**src/hw/rtl/lsf_pkg.sv**
```systemverilog
`default_nettype none
package lsf_pkg;
    localparam logic [15:0] BROADCAST_ADDR = 16'hFFFF;

    typedef enum logic [2:0] {
        ACT_UNTOUCHED = 3'd0,
        ACT_ENQUEUED  = 3'd1,
        ACT_DROPPED   = 3'd2,
        ACT_DEQUEUED  = 3'd3,
        ACT_EMPTY     = 3'd4
    } t_action;

    typedef enum logic {
        OP_ARRIVAL = 1'b0,
        OP_TICK    = 1'b1
    } t_op;

    typedef enum logic [1:0] {
        ST_IDLE,
        ST_SCAN,
        ST_LEARN,
        ST_EMIT
    } t_state;

    typedef struct packed {
        logic        operation;
        logic [1:0]  ingress_port;
        logic [15:0] source_address;
        logic [15:0] destination_address;
        logic [15:0] frame_tag;
    } t_in_word;

    typedef struct packed {
        logic [1:0]  report_port;
        logic [2:0]  action;
        logic [15:0] frame_out;
        logic        last;
    } t_out_word;

    // decision handed from the table front end to the queue back end
    typedef struct packed {
        logic        tick;
        logic        flood;
        logic        single;
        logic [1:0]  ingress;
        logic [1:0]  target;
        logic [15:0] tag;
    } t_cmd;
endpackage
`default_nettype wire

```
**src/hw/rtl/learning_switch_forwarder.sv**
```systemverilog
`default_nettype none
// learning switch forwarder: the front end learns the source address and
// looks up the destination in a station table matched in parallel, stepping
// through scan, learn and emit states per word; a one-word command register
// then hands the decision to the queue back end, which reports on one port
// per cycle unless the output register is stalled (a port that dequeues also
// waits for the queue memory read); an item yields PORT_COUNT result words.
// the front end takes the next word while the back end is still reporting.
module learning_switch_forwarder #(
    parameter int PORT_COUNT    = 4,
    parameter int QUEUE_DEPTH   = 8,
    parameter int TABLE_ENTRIES = 64
) (
    input  wire                 i_clk,
    input  wire                 i_rst_n,
    input  wire                 i_valid,
    output logic                o_stall,
    input  lsf_pkg::t_in_word   i_data,
    output logic                o_valid,
    input  wire                 i_stall,
    output lsf_pkg::t_out_word  o_data
);
    logic          w_cmd_valid, w_cmd_stall;
    lsf_pkg::t_cmd w_cmd;

    lsf_table #(.TABLE_ENTRIES(TABLE_ENTRIES), .PORT_COUNT(PORT_COUNT)) u_table (
        .i_clk(i_clk), .i_rst_n(i_rst_n),
        .i_valid(i_valid), .o_stall(o_stall), .i_word(i_data),
        .o_valid(w_cmd_valid), .i_stall(w_cmd_stall), .o_cmd(w_cmd)
    );

    lsf_queues #(.PORT_COUNT(PORT_COUNT), .QUEUE_DEPTH(QUEUE_DEPTH)) u_queues (
        .i_clk(i_clk), .i_rst_n(i_rst_n),
        .i_valid(w_cmd_valid), .o_stall(w_cmd_stall), .i_cmd(w_cmd),
        .o_valid(o_valid), .i_stall(i_stall), .o_word(o_data)
    );

    a_stall_hold: assert property (@(posedge i_clk) disable iff (!i_rst_n)
        o_valid && i_stall |=> o_valid && $stable(o_data))
        else $error("result changed while stalled");
    a_action_range: assert property (@(posedge i_clk) disable iff (!i_rst_n)
        o_valid |-> o_data.action <= lsf_pkg::ACT_EMPTY)
        else $error("bad action code");
    a_last_port: assert property (@(posedge i_clk) disable iff (!i_rst_n)
        o_valid |-> o_data.last == (32'(o_data.report_port) == PORT_COUNT - 1))
        else $error("last flag mismatch");
endmodule
`default_nettype wire

```
**src/hw/rtl/lsf_table.sv**
```systemverilog
`default_nettype none
module lsf_table #(
    parameter int TABLE_ENTRIES = 64,
    parameter int PORT_COUNT    = 4
) (
    input  wire                 i_clk,
    input  wire                 i_rst_n,
    input  wire                 i_valid,
    output logic                o_stall,
    input  lsf_pkg::t_in_word   i_word,
    output logic                o_valid,
    input  wire                 i_stall,
    output lsf_pkg::t_cmd       o_cmd
);
    localparam int IW = (TABLE_ENTRIES > 1) ? $clog2(TABLE_ENTRIES) : 1;

    logic [15:0]          r_addr [TABLE_ENTRIES];
    logic [1:0]           r_port [TABLE_ENTRIES];
    logic [TABLE_ENTRIES-1:0] r_vld;

    lsf_pkg::t_state r_state, n_state;
    lsf_pkg::t_in_word r_word;
    logic          r_src_hit, r_dst_hit, r_free_ok;
    logic [IW-1:0] r_src_idx, r_free_idx;
    logic [1:0]    r_dst_port;
    lsf_pkg::t_cmd r_cmd;
    logic          r_out_valid;

    // parallel match over the whole table
    logic          c_src_hit, c_dst_hit, c_free_ok;
    logic [IW-1:0] c_src_idx, c_dst_idx, c_free_idx;
    always_comb begin
        c_src_hit = 1'b0;
        c_dst_hit = 1'b0;
        c_free_ok = 1'b0;
        c_src_idx = '0;
        c_dst_idx = '0;
        c_free_idx = '0;
        for (int i = TABLE_ENTRIES - 1; i >= 0; i--) begin
            if (r_vld[i] && r_addr[i] == r_word.source_address) begin
                c_src_hit = 1'b1;
                c_src_idx = IW'(i);
            end
            if (r_vld[i] && r_addr[i] == r_word.destination_address) begin
                c_dst_hit = 1'b1;
                c_dst_idx = IW'(i);
            end
            if (!r_vld[i]) begin
                c_free_ok = 1'b1;
                c_free_idx = IW'(i);
            end
        end
    end

    logic c_valid_port, c_learn, c_src_bc, c_dst_bc;
    logic [1:0] c_dport;
    lsf_pkg::t_cmd c_cmd;
    always_comb begin
        c_valid_port = ({30'd0, r_word.ingress_port} < PORT_COUNT);
        c_src_bc = (r_word.source_address == lsf_pkg::BROADCAST_ADDR);
        c_dst_bc = (r_word.destination_address == lsf_pkg::BROADCAST_ADDR);
        c_learn = c_valid_port && !c_src_bc && (r_src_hit || r_free_ok);
        // a fresh entry or a moved one may hold the destination itself
        if (c_learn && r_word.source_address == r_word.destination_address)
            c_dport = r_word.ingress_port;
        else
            c_dport = r_dst_port;
        c_cmd = '0;
        c_cmd.tick = (r_word.operation == lsf_pkg::OP_TICK);
        c_cmd.ingress = r_word.ingress_port;
        c_cmd.tag = r_word.frame_tag;
        c_cmd.target = c_dport;
        if (!c_cmd.tick && c_valid_port) begin
            if (c_dst_bc || !(r_dst_hit || (c_learn &&
                    r_word.source_address == r_word.destination_address)))
                c_cmd.flood = 1'b1;
            else if ({30'd0, c_dport} >= PORT_COUNT)
                c_cmd.flood = 1'b1;
            else if (c_dport != r_word.ingress_port)
                c_cmd.single = 1'b1;
        end
    end

    always_comb begin
        n_state = r_state;
        case (r_state)
            lsf_pkg::ST_IDLE:  if (i_valid) n_state = lsf_pkg::ST_SCAN;
            lsf_pkg::ST_SCAN:  n_state = lsf_pkg::ST_LEARN;
            lsf_pkg::ST_LEARN: n_state = lsf_pkg::ST_EMIT;
            lsf_pkg::ST_EMIT:  if (!r_out_valid || !i_stall) n_state = lsf_pkg::ST_IDLE;
            default:           n_state = lsf_pkg::ST_IDLE;
        endcase
    end

    always_comb begin
        o_stall = (r_state != lsf_pkg::ST_IDLE);
        o_valid = r_out_valid;
        o_cmd   = r_cmd;
    end

    always_ff @(posedge i_clk) begin
        if (!i_rst_n) begin
            r_state     <= lsf_pkg::ST_IDLE;
            r_vld       <= '0;
            r_out_valid <= 1'b0;
        end else begin
            r_state <= n_state;
            if (r_state == lsf_pkg::ST_EMIT && (!r_out_valid || !i_stall))
                r_out_valid <= 1'b1;
            else if (r_out_valid && !i_stall)
                r_out_valid <= 1'b0;
            if (r_state == lsf_pkg::ST_LEARN &&
                    r_word.operation == lsf_pkg::OP_ARRIVAL && c_learn) begin
                if (r_src_hit) begin
                    r_port[r_src_idx] <= r_word.ingress_port;
                end else begin
                    r_vld[r_free_idx]  <= 1'b1;
                    r_addr[r_free_idx] <= r_word.source_address;
                    r_port[r_free_idx] <= r_word.ingress_port;
                end
            end
        end
    end

    always_ff @(posedge i_clk) begin
        if (r_state == lsf_pkg::ST_IDLE && i_valid) r_word <= i_word;
        if (r_state == lsf_pkg::ST_SCAN) begin
            r_src_hit  <= c_src_hit;
            r_src_idx  <= c_src_idx;
            r_dst_hit  <= c_dst_hit;
            r_dst_port <= r_port[c_dst_idx];
            r_free_ok  <= c_free_ok;
            r_free_idx <= c_free_idx;
        end
        // the command register changes only once the previous command has left
        if (r_state == lsf_pkg::ST_EMIT && (!r_out_valid || !i_stall)) r_cmd <= c_cmd;
    end
endmodule
`default_nettype wire

```
**src/hw/rtl/lsf_queues.sv**
```systemverilog
`default_nettype none
module lsf_queues #(
    parameter int PORT_COUNT  = 4,
    parameter int QUEUE_DEPTH = 8
) (
    input  wire                 i_clk,
    input  wire                 i_rst_n,
    input  wire                 i_valid,
    output logic                o_stall,
    input  lsf_pkg::t_cmd       i_cmd,
    output logic                o_valid,
    input  wire                 i_stall,
    output lsf_pkg::t_out_word  o_word
);
    localparam int PW = 2;
    localparam int QW = (QUEUE_DEPTH > 1) ? $clog2(QUEUE_DEPTH) : 1;
    localparam int CW = $clog2(QUEUE_DEPTH + 1);
    localparam int AW = (PORT_COUNT * QUEUE_DEPTH > 1) ? $clog2(PORT_COUNT * QUEUE_DEPTH) : 1;

    logic [15:0]   r_mem [PORT_COUNT * QUEUE_DEPTH];
    logic [QW-1:0] r_head [PORT_COUNT];
    logic [CW-1:0] r_count [PORT_COUNT];

    logic          r_busy, r_rd_pend;
    lsf_pkg::t_cmd r_cmd;
    logic [PW-1:0] r_port;
    logic          r_out_valid;
    lsf_pkg::t_out_word r_out;
    logic [15:0]   r_rd_data;
    logic [2:0]    r_pend_act;
    logic [PW-1:0] r_pend_port;

    logic [CW-1:0] c_cnt;
    logic [QW-1:0] c_hd, c_tail, c_hd_next;
    logic [QW:0]   c_sum;
    logic [AW-1:0] c_base;
    logic          c_go, c_touch, c_last;
    logic [2:0]    c_act;

    always_comb begin
        c_cnt  = r_count[r_port];
        c_hd   = r_head[r_port];
        c_sum  = {1'b0, c_hd} + (QW + 1)'(c_cnt);
        c_tail = ({{(31 - QW){1'b0}}, c_sum} >= QUEUE_DEPTH) ? QW'(c_sum - QUEUE_DEPTH)
                                                             : QW'(c_sum);
        c_hd_next = (c_hd == QW'(QUEUE_DEPTH - 1)) ? '0 : c_hd + 1'b1;
        c_base = AW'(r_port) * AW'(QUEUE_DEPTH);
        c_last = ({30'd0, r_port} == PORT_COUNT - 1);
        c_touch = r_cmd.flood ? (r_port != r_cmd.ingress)
                              : (r_cmd.single && r_port == r_cmd.target);
        if (r_cmd.tick)
            c_act = (c_cnt == '0) ? lsf_pkg::ACT_EMPTY : lsf_pkg::ACT_DEQUEUED;
        else if (!c_touch)
            c_act = lsf_pkg::ACT_UNTOUCHED;
        else if ({{(32 - CW){1'b0}}, c_cnt} >= QUEUE_DEPTH)
            c_act = lsf_pkg::ACT_DROPPED;
        else
            c_act = lsf_pkg::ACT_ENQUEUED;
        // one port a cycle, waiting while a queue read is pending or a full output register is stalled
        c_go = r_busy && !r_rd_pend && (!r_out_valid || !i_stall);
    end

    assign o_stall = r_busy;
    assign o_valid = r_out_valid;
    assign o_word  = r_out;

    always_ff @(posedge i_clk) begin
        if (!i_rst_n) begin
            r_busy      <= 1'b0;
            r_rd_pend   <= 1'b0;
            r_out_valid <= 1'b0;
            r_port      <= '0;
            for (int p = 0; p < PORT_COUNT; p++) begin
                r_head[p]  <= '0;
                r_count[p] <= '0;
            end
        end else begin
            if (r_rd_pend || (c_go && c_act != lsf_pkg::ACT_DEQUEUED))
                r_out_valid <= 1'b1;
            else if (r_out_valid && !i_stall)
                r_out_valid <= 1'b0;
            if (!r_busy && i_valid) begin
                r_busy <= 1'b1;
                r_port <= '0;
            end
            if (r_rd_pend) begin
                r_rd_pend   <= 1'b0;
                if ({30'd0, r_pend_port} == PORT_COUNT - 1) r_busy <= 1'b0;
                else r_port <= r_pend_port + 1'b1;
            end else if (c_go) begin
                if (c_act == lsf_pkg::ACT_DEQUEUED) begin
                    r_rd_pend <= 1'b1;
                    r_head[r_port]  <= c_hd_next;
                    r_count[r_port] <= c_cnt - 1'b1;
                end else begin
                    if (c_act == lsf_pkg::ACT_ENQUEUED) r_count[r_port] <= c_cnt + 1'b1;
                    if (c_last) r_busy <= 1'b0;
                    else r_port <= r_port + 1'b1;
                end
            end
        end
    end

    always_ff @(posedge i_clk) begin
        if (!r_busy && i_valid) r_cmd <= i_cmd;
        r_rd_data <= r_mem[c_base + AW'(c_hd)];
        if (c_go && c_act == lsf_pkg::ACT_ENQUEUED)
            r_mem[c_base + AW'(c_tail)] <= r_cmd.tag;
        if (c_go) begin
            r_pend_act  <= c_act;
            r_pend_port <= r_port;
            r_out.report_port <= r_port;
            r_out.action      <= c_act;
            r_out.frame_out   <= (c_act == lsf_pkg::ACT_UNTOUCHED ||
                                  c_act == lsf_pkg::ACT_EMPTY) ? 16'd0 : r_cmd.tag;
            r_out.last        <= c_last;
        end
        if (r_rd_pend) begin
            r_out.report_port <= r_pend_port;
            r_out.action      <= r_pend_act;
            r_out.frame_out   <= r_rd_data;
            r_out.last        <= ({30'd0, r_pend_port} == PORT_COUNT - 1);
        end
    end
endmodule
`default_nettype wire

```
**config.mk**
```make
export PLATFORM = sky130hd
export DESIGN_NAME = learning_switch_forwarder
export DESIGN_NICKNAME = d
export VERILOG_FILES = /design/src/hw/rtl/lsf_pkg.sv /design/src/hw/rtl/learning_switch_forwarder.sv /design/src/hw/rtl/lsf_table.sv /design/src/hw/rtl/lsf_queues.sv
export SDC_FILE = /design/constraint.sdc
export NUM_CORES = 2
export LEC_CHECK = 0
export BUFFER_PORTS_ARGS = -buffer_cell sky130_fd_sc_hd__buf_2
export CAP_MARGIN = 20
export CORE_MARGIN = 5
export CORE_UTILIZATION = 60
export CTS_BUF_LIST = sky130_fd_sc_hd__clkbuf_4 sky130_fd_sc_hd__clkbuf_8
export DETAILED_ROUTE_END_ITERATION = 16
export PLACE_DENSITY = 0.85
export REMOVE_ABC_BUFFERS = 1
export SLEW_MARGIN = 20
export SYNTH_ARGS = -nofsm -noshare
export SYNTH_HDL_FRONTEND = slang
export SYNTH_SLANG_ARGS = --single-unit
```
**constraint.sdc**
```tcl
create_clock -name i_clk -period 6.7 [get_ports i_clk]
set_input_delay 1.34 -clock i_clk [delete_from_list [all_inputs] [get_ports i_clk]]
set_output_delay 1.34 -clock i_clk [all_outputs]
set_load 0.01 [all_outputs]
```
# Yosys cells after proc, flatten, opt, wreduce, memory -nomap -nowiden
# Memory sizes are Yosys's and may differ from the RTL's. A register that Yosys moved wholly into a read port is not among the register bits.
# Cells that the tools add are included.
# totals
register_bits,211
ramBits,1692
output_inout_bits,24
memories,5
# mem_list
name,depth,word_bits,read_ports,rd_clocked_by_memory_dff,wr,line_no,rtl
u_table.r_addr,64,16,64,0,1,lsf_table.sv:17,logic [15:0] r_addr [TABLE_ENTRIES];
u_queues.r_mem,32,16,1,1,1,lsf_queues.sv:20,logic [15:0] r_mem [PORT_COUNT * QUEUE_DEPTH];
u_table.r_port,64,2,1,1,1,lsf_table.sv:18,logic [1:0] r_port [TABLE_ENTRIES];
u_queues.r_count,4,4,1,1,4,lsf_queues.sv:22,logic [CW-1:0] r_count [PORT_COUNT];
u_queues.r_head,4,3,1,1,4,lsf_queues.sv:21,logic [QW-1:0] r_head [PORT_COUNT];
# classes
n_addsub,9
magnitude_cmp,4
eq_ne,146
mux,261
bitwise,4
reduce_logical,182
# ops
op,n
16-bit == test,129
6-bit 2-to-1 mux,129
5-bit 2-to-1 mux,32
1-bit logical AND,142
63-bit OR reduction,2
4-bit 2-to-1 mux,18
64-bit bitwise OR,1
63-bit AND reduction,1
1-bit 2-to-1 mux,44
22-bit 2-to-1 mux,2
3-bit 2-to-1 mux,14
2-bit 2-to-1 mux,19
"16-bit == test, second input constant",2
32-bit AND reduction,1
32-bit OR reduction,1
16-bit 2-to-1 mux,1
16-bit AND reduction,1
16-bit OR reduction,1
5-bit by 3-bit adder with 5-bit output,2
"2-bit == test, second input constant",4
"4-bit >= comparator, second input constant",2
2-bit one-hot mux with 4 select lines,1
8-bit AND reduction,1
2-bit nonzero test,4
other kinds (30),52

# Logic depth before layout (Yosys ltp)
# An unclocked memory read counts as a cell.
# logic_depth
depth_word,67
mapped_depth,21

# Modules after synthesis
# From an unflattened synthesis, not the netlist that was laid out.
# hier_totals
hier_cells,7770
hier_area_um2,97270.8
# by_module_without_submodules
mod,instances,cells_each,area_per_inst_um2,seq_area_each_um2
lsf_table,1,6062,73355.4,38667.1
lsf_queues,1,1708,23915.4,18137.4

# Least setup slack after synthesis
# OpenSTA, ideal clock, no wires.
# synth_timing
kind,flip-flop to flip-flop
from,register u_table.r_word[33] (netlist name)
to,register u_table.r_src_idx[0] (data pin)
arrival_ns,4.377
t_required_ns,6.439
setup_slack_ns,2.062
stages_incl_launch_ff,15
n_path_buf,5
period_less_slack_ns,4.638
cell_sequence,edfxtp_1 > buf_2 > buf_2 > buf_1 > buf_2 > buf_2 > xnor2_1 > nand4_1 > nor4_1 > nand3_1 > a2111oi_0 > nand2_1 > nor2_1 > o21ai_0 > a221o_1
# synth_via
elab_chain_len,65
# synth_rtl
element,line_no,rtl
"start, declared",lsf_table.sv:22,lsf_pkg::t_in_word r_word;
"start signal, assigned",lsf_table.sv:126,if (r_state == lsf_pkg::ST_IDLE && i_valid) r_word <= i_word;
16-bit == test,lsf_table.sv:40,if (r_vld[i] && r_addr[i] == r_word.source_address) begin
1-bit logical AND,lsf_table.sv:40,
6-bit 2-to-1 mux (32 in a row),lsf_table.sv:40,
5-bit 2-to-1 mux (16 in a row),lsf_table.sv:40,
4-bit 2-to-1 mux (8 in a row),lsf_table.sv:40,
3-bit 2-to-1 mux (4 in a row),lsf_table.sv:40,
2-bit 2-to-1 mux (2 in a row),lsf_table.sv:40,
1-bit 2-to-1 mux,lsf_table.sv:40,
"end signal, assigned",lsf_table.sv:129,r_src_idx <= c_src_idx;
"end, declared",lsf_table.sv:24,"logic [IW-1:0] r_src_idx, r_free_idx;"
# Parallel ways exist; a longest one is shown, timed or not.
# A chain may end at the register's enable or synchronous reset.

# Worst setup path after layout
# layout_timing
from,register u_table.r_word[17] (netlist name)
to,"register u_table.r_dst_port[0], read port of u_table.r_port (data pin)"
# layout_via
elab_chain_len,66
# layout_rtl
element,line_no,rtl
16-bit == test,lsf_table.sv:44,if (r_vld[i] && r_addr[i] == r_word.destination_address) begin
1-bit logical AND,lsf_table.sv:44,
6-bit 2-to-1 mux (63 in a row),lsf_table.sv:44,
6-bit 2-to-1 mux (*),lsf_table.sv:44,
"end, declared",lsf_table.sv:25,logic [1:0] r_dst_port;
# Every way passes the cells marked *; elsewhere a longest branch is shown, timed or not.

==> summary.txt <==
Status
  – Outcome: finished clean

STA
  – PnR worst setup slack: between 0.5 and 0.6 ns
  – Slew @ Worst Pin: 1.33 ns
  – Slew headroom: 10.4%
  – Tcrit/Tclk final: 91.6%
  – Endpoints failing setup: 0
  – Final Hold Fails: 0
  – Unrepaired setup endpoints after global routing: false
  – Min cycle time layout: 6.14 ns
  – F_max: 0.163 GHz
  – Final Max Slew Viols: 0
  – Skew final: 0.108 ns

Clock network
  – # H-tree levels: 5
  – Clock Tree Buf Depth: 4
  – CTS Hold Bufs: 0
  – Worst skew pair latency: approximately 1.1 ns
  – Post-CTS setup buffers: 0
  – Post-CTS resize count: 0
  – CTS sink count: 1921
  – Root Driver: clkbuf_8
  – Clock-pin transition on the worst setup and hold timing paths: 0.07 ns
  – CTS tree: done
  – Number of buffers created by CTS: 327

Setup path
  – Worst Path Max Fanout: 48
  – Required time of the critical path: 7.63 ns
  – Setup crit start kind: flop
  – CP arrival: 7.07 ns
  – CP endpoint kind: flop
  – Critical path class: reg2reg

Detailed routing
  – Antenna Violating Nets Remaining: 0
  – DR iter-0 viols: 10300
  – DR WL/cell: approximately 32 um
  – Iteration count of the initial detailed-routing pass: 6
  – Via count: between 60000 and 70000
  – DRC: 0
  – Via density per instance: between 6 and 7
  – Final WL: 316000 um

Synth
  – Warnings from Yosys: 0
  – Main flop type after synthesis: edfxtp_1
  – Area leader, netlist: edfxtp_1
  – Top cell type's share of synthesized area: approximately 57%
  – Post-Syn Instances: approximately 7000
  – Mapped Area: 0.0969 sq mm
  – #FFs+latches synth: 1921
  – Synth top area cells: edfxtp_1 57%, xnor2_1 11%, xor2_1 7.6%, mux4_2 3.9%, nor4_1 2.2%
  – Yosys cell types: 97
  – Register area share after synthesis: 58.6%
  – EDFF count, synth: 1833
  – Asr flop ratio synth: 0%
  – Synth Area per Inst: roughly 13 sq um

Place
  – GPL Wtd Cong: 1.02
  – Pre-CTS worst setup slack: between 0.8 and 0.9 ns
  – Post-DP HPWL: 198000 um
  – Placed Instance Area: 0.101 sq mm
  – IO buf count: just under 80

Cells and area
  – Layout cells sized above 1: 15.3%
  – Final instance area: 0.108 sq mm
  – Nets: ~7700
  – Syn-to-layout area delta: 11.0%

Pwr
  – Total power: 31.4 mW
  – Leak pwr: 34.9 nW
  – Cell Pwr Density: 292 mW/mm^2
  – Worst VDD drop: roughly 330 uV

Global routing
  – Total GRT Usage: 36.3%
  – Grt total ovfl: 0
  – Largest net degree at the start of global routing: 108
  – Global-route wire length before repair: around 450000 um
  – Antenna violations before repair: 10
  – Vias in the first global route: 67800

Floorplan
  – Std-Cell Rows: 147
  – Core area: 0.161 sq mm
  – I/O pin cnt: 79
  – Die Height: 412 um
  – Die X: 412 um
  – Initial core utilization: 60.3%
  – Full die area: between 0.15 and 0.2 sq mm

Hold path
  – Class of the tightest hold or removal check: reg2reg

Run
  – # Max-Cap Violations: 0
## through the flow
step,hold slack (ns),TNS [ns],instances,utilization [%]
after detailed placement,0.405,0,9427,62.8
after CTS,0.362,0,10000,66.8
final,0.416,0,10000,67.0
after global routing,0.373,0,10000,67.0
after global placement,0.402,0,9427,62.8
after floorplan,0.400,-381.49,6884,-
## flip-flops by register name (all words and copies together) (netlist names), 6 cells and up
register	cells
u_queues.r_mem	512
u_table.r_src_idx	6
u_table.r_word	32
u_queues.o_word	22
u_table.o_cmd	23
u_table.r_addr	1024
u_table.r_free_idx	6
u_table.r_vld	64
u_queues.r_rd_data	16
u_queues.r_count	16
u_queues.r_cmd	23
u_table.c_cmd	19
u_table.r_port	128
u_queues.r_head	12
## cell usage in the layout (no fill, tap or decap), drive strengths merged, types with 15 or more instances in the layout
| cell | instances |
|---|---|
| a31oi | 21 |
| nor2b | 21 |
| and4 | 16 |
| buf | 399 |
| a21o | 69 |
| mux2i | 47 |
| nor3 | 102 |
| and2 | 24 |
| mux4 | 167 |
| or4 | 83 |
| dfxtp | 88 |
| nor2 | 314 |
| o21ai | 68 |
| xor2 | 844 |
| nor4 | 344 |
| nor4b | 69 |
| a21oi | 66 |
| nand2 | 464 |
| and4b | 19 |
| clkbuf | 467 |
| clkinv | 87 |
| o211ai | 16 |
| nand2b | 36 |
| mux2 | 15 |
| nand3 | 149 |
| xnor2 | 1234 |
| a211oi | 24 |
| a22o | 19 |
| or2 | 30 |
| or3 | 19 |
| inv | 70 |
| nand4 | 322 |
| or4b | 39 |
| edfxtp | 1833 |
| nand4b | 46 |
## area by class of cell
cell class              instances  area [sq um]
fillers                     10800         53000
repair buffers                399          3440
clock inverters               107           708
diodes                          6          15.0
inverters                      66           248
multi-input cells            4897         37900
well taps                    2160          2700
clock buffers                 467          5710
flip-flops and latches       1921         56800
## power breakdown
group	internal, mW	switching (mW)	total, mW
registers	13.7	0.284	14.0
logic	2.18	4.50	6.68
clock network	5.78	4.92	10.7
total	21.7	9.71	31.4
## Yosys cell counts, types with 78 or more instances
cell type  number
xor2_1        844
nand3_1       148
xnor2_1      1234
mux4_2        167
edfxtp_1     1833
nor2_1        314
dfxtp_1        88
nor4_1        339
nor3_1        102
nand2_1       464
nand4_1       322
or4_1          78
buf_2         124
## metal layers
layer	wire (um)	global-route usage, %	vias to the layer above
met5	36	0	-
met4	21900	21.0	6
met3	45500	10.2	1477
met2	140000	55.1	6125
met1	109000	47.2	33400
li1	-	-	27800
## worst paths after layout
check | depth (start not counted) | startpoint | slack, ns | end
worst max-delay path | 18 | u_table.r_word[17] | 0.56 | u_table.r_dst_port[0]
worst min-delay path | 0 | u_table.c_cmd[10] | 0.42 | u_table.o_cmd[10]
worst max register to register | 18 | u_table.r_word[17] | 0.56 | u_table.r_dst_port[0]
worst min register to register | 0 | u_table.c_cmd[10] | 0.42 | u_table.o_cmd[10]
## logic make-up (layout without fill, tap and decap cells)
family / count (synthesis) / after routing / synth area share [%]
AND/OR/NAND/NOR: 2143 / 2143 / 12.3
XOR/XNOR: 2078 / 2078 / 18.8
flip-flops: 1921 / 1921 / 58.6
AO/OA/AOI/OAI: 431 / 431 / 3.25
buffers and inverters: 397 / 1039 / 2.25
multiplexers: 229 / 229 / 4.54
adder cells (fa/ha/maj): 16 / 16 / 0.222
other: 0 / 6 / 0
## worst max-delay path, stage by stage (launching register included)
cell	delay (ns)
edfxtp_1	0.44
buf_12	0.56
buf_4	0.46
xnor2_1	0.19
nand4_1	0.14
nor4_1	0.51
a32oi_1	0.23
a2111o_1	0.45
a21o_1	0.19
a21oi_1	0.61
o2111ai_1	0.47
and2_1	0.47
buf_4	0.28
mux2i_1	0.15
a22oi_1	0.19
nor2_1	0.06
a21oi_1	0.14
nand4_1	0.13
o32ai_2	0.27
Power figures use the tool's default switching activity.
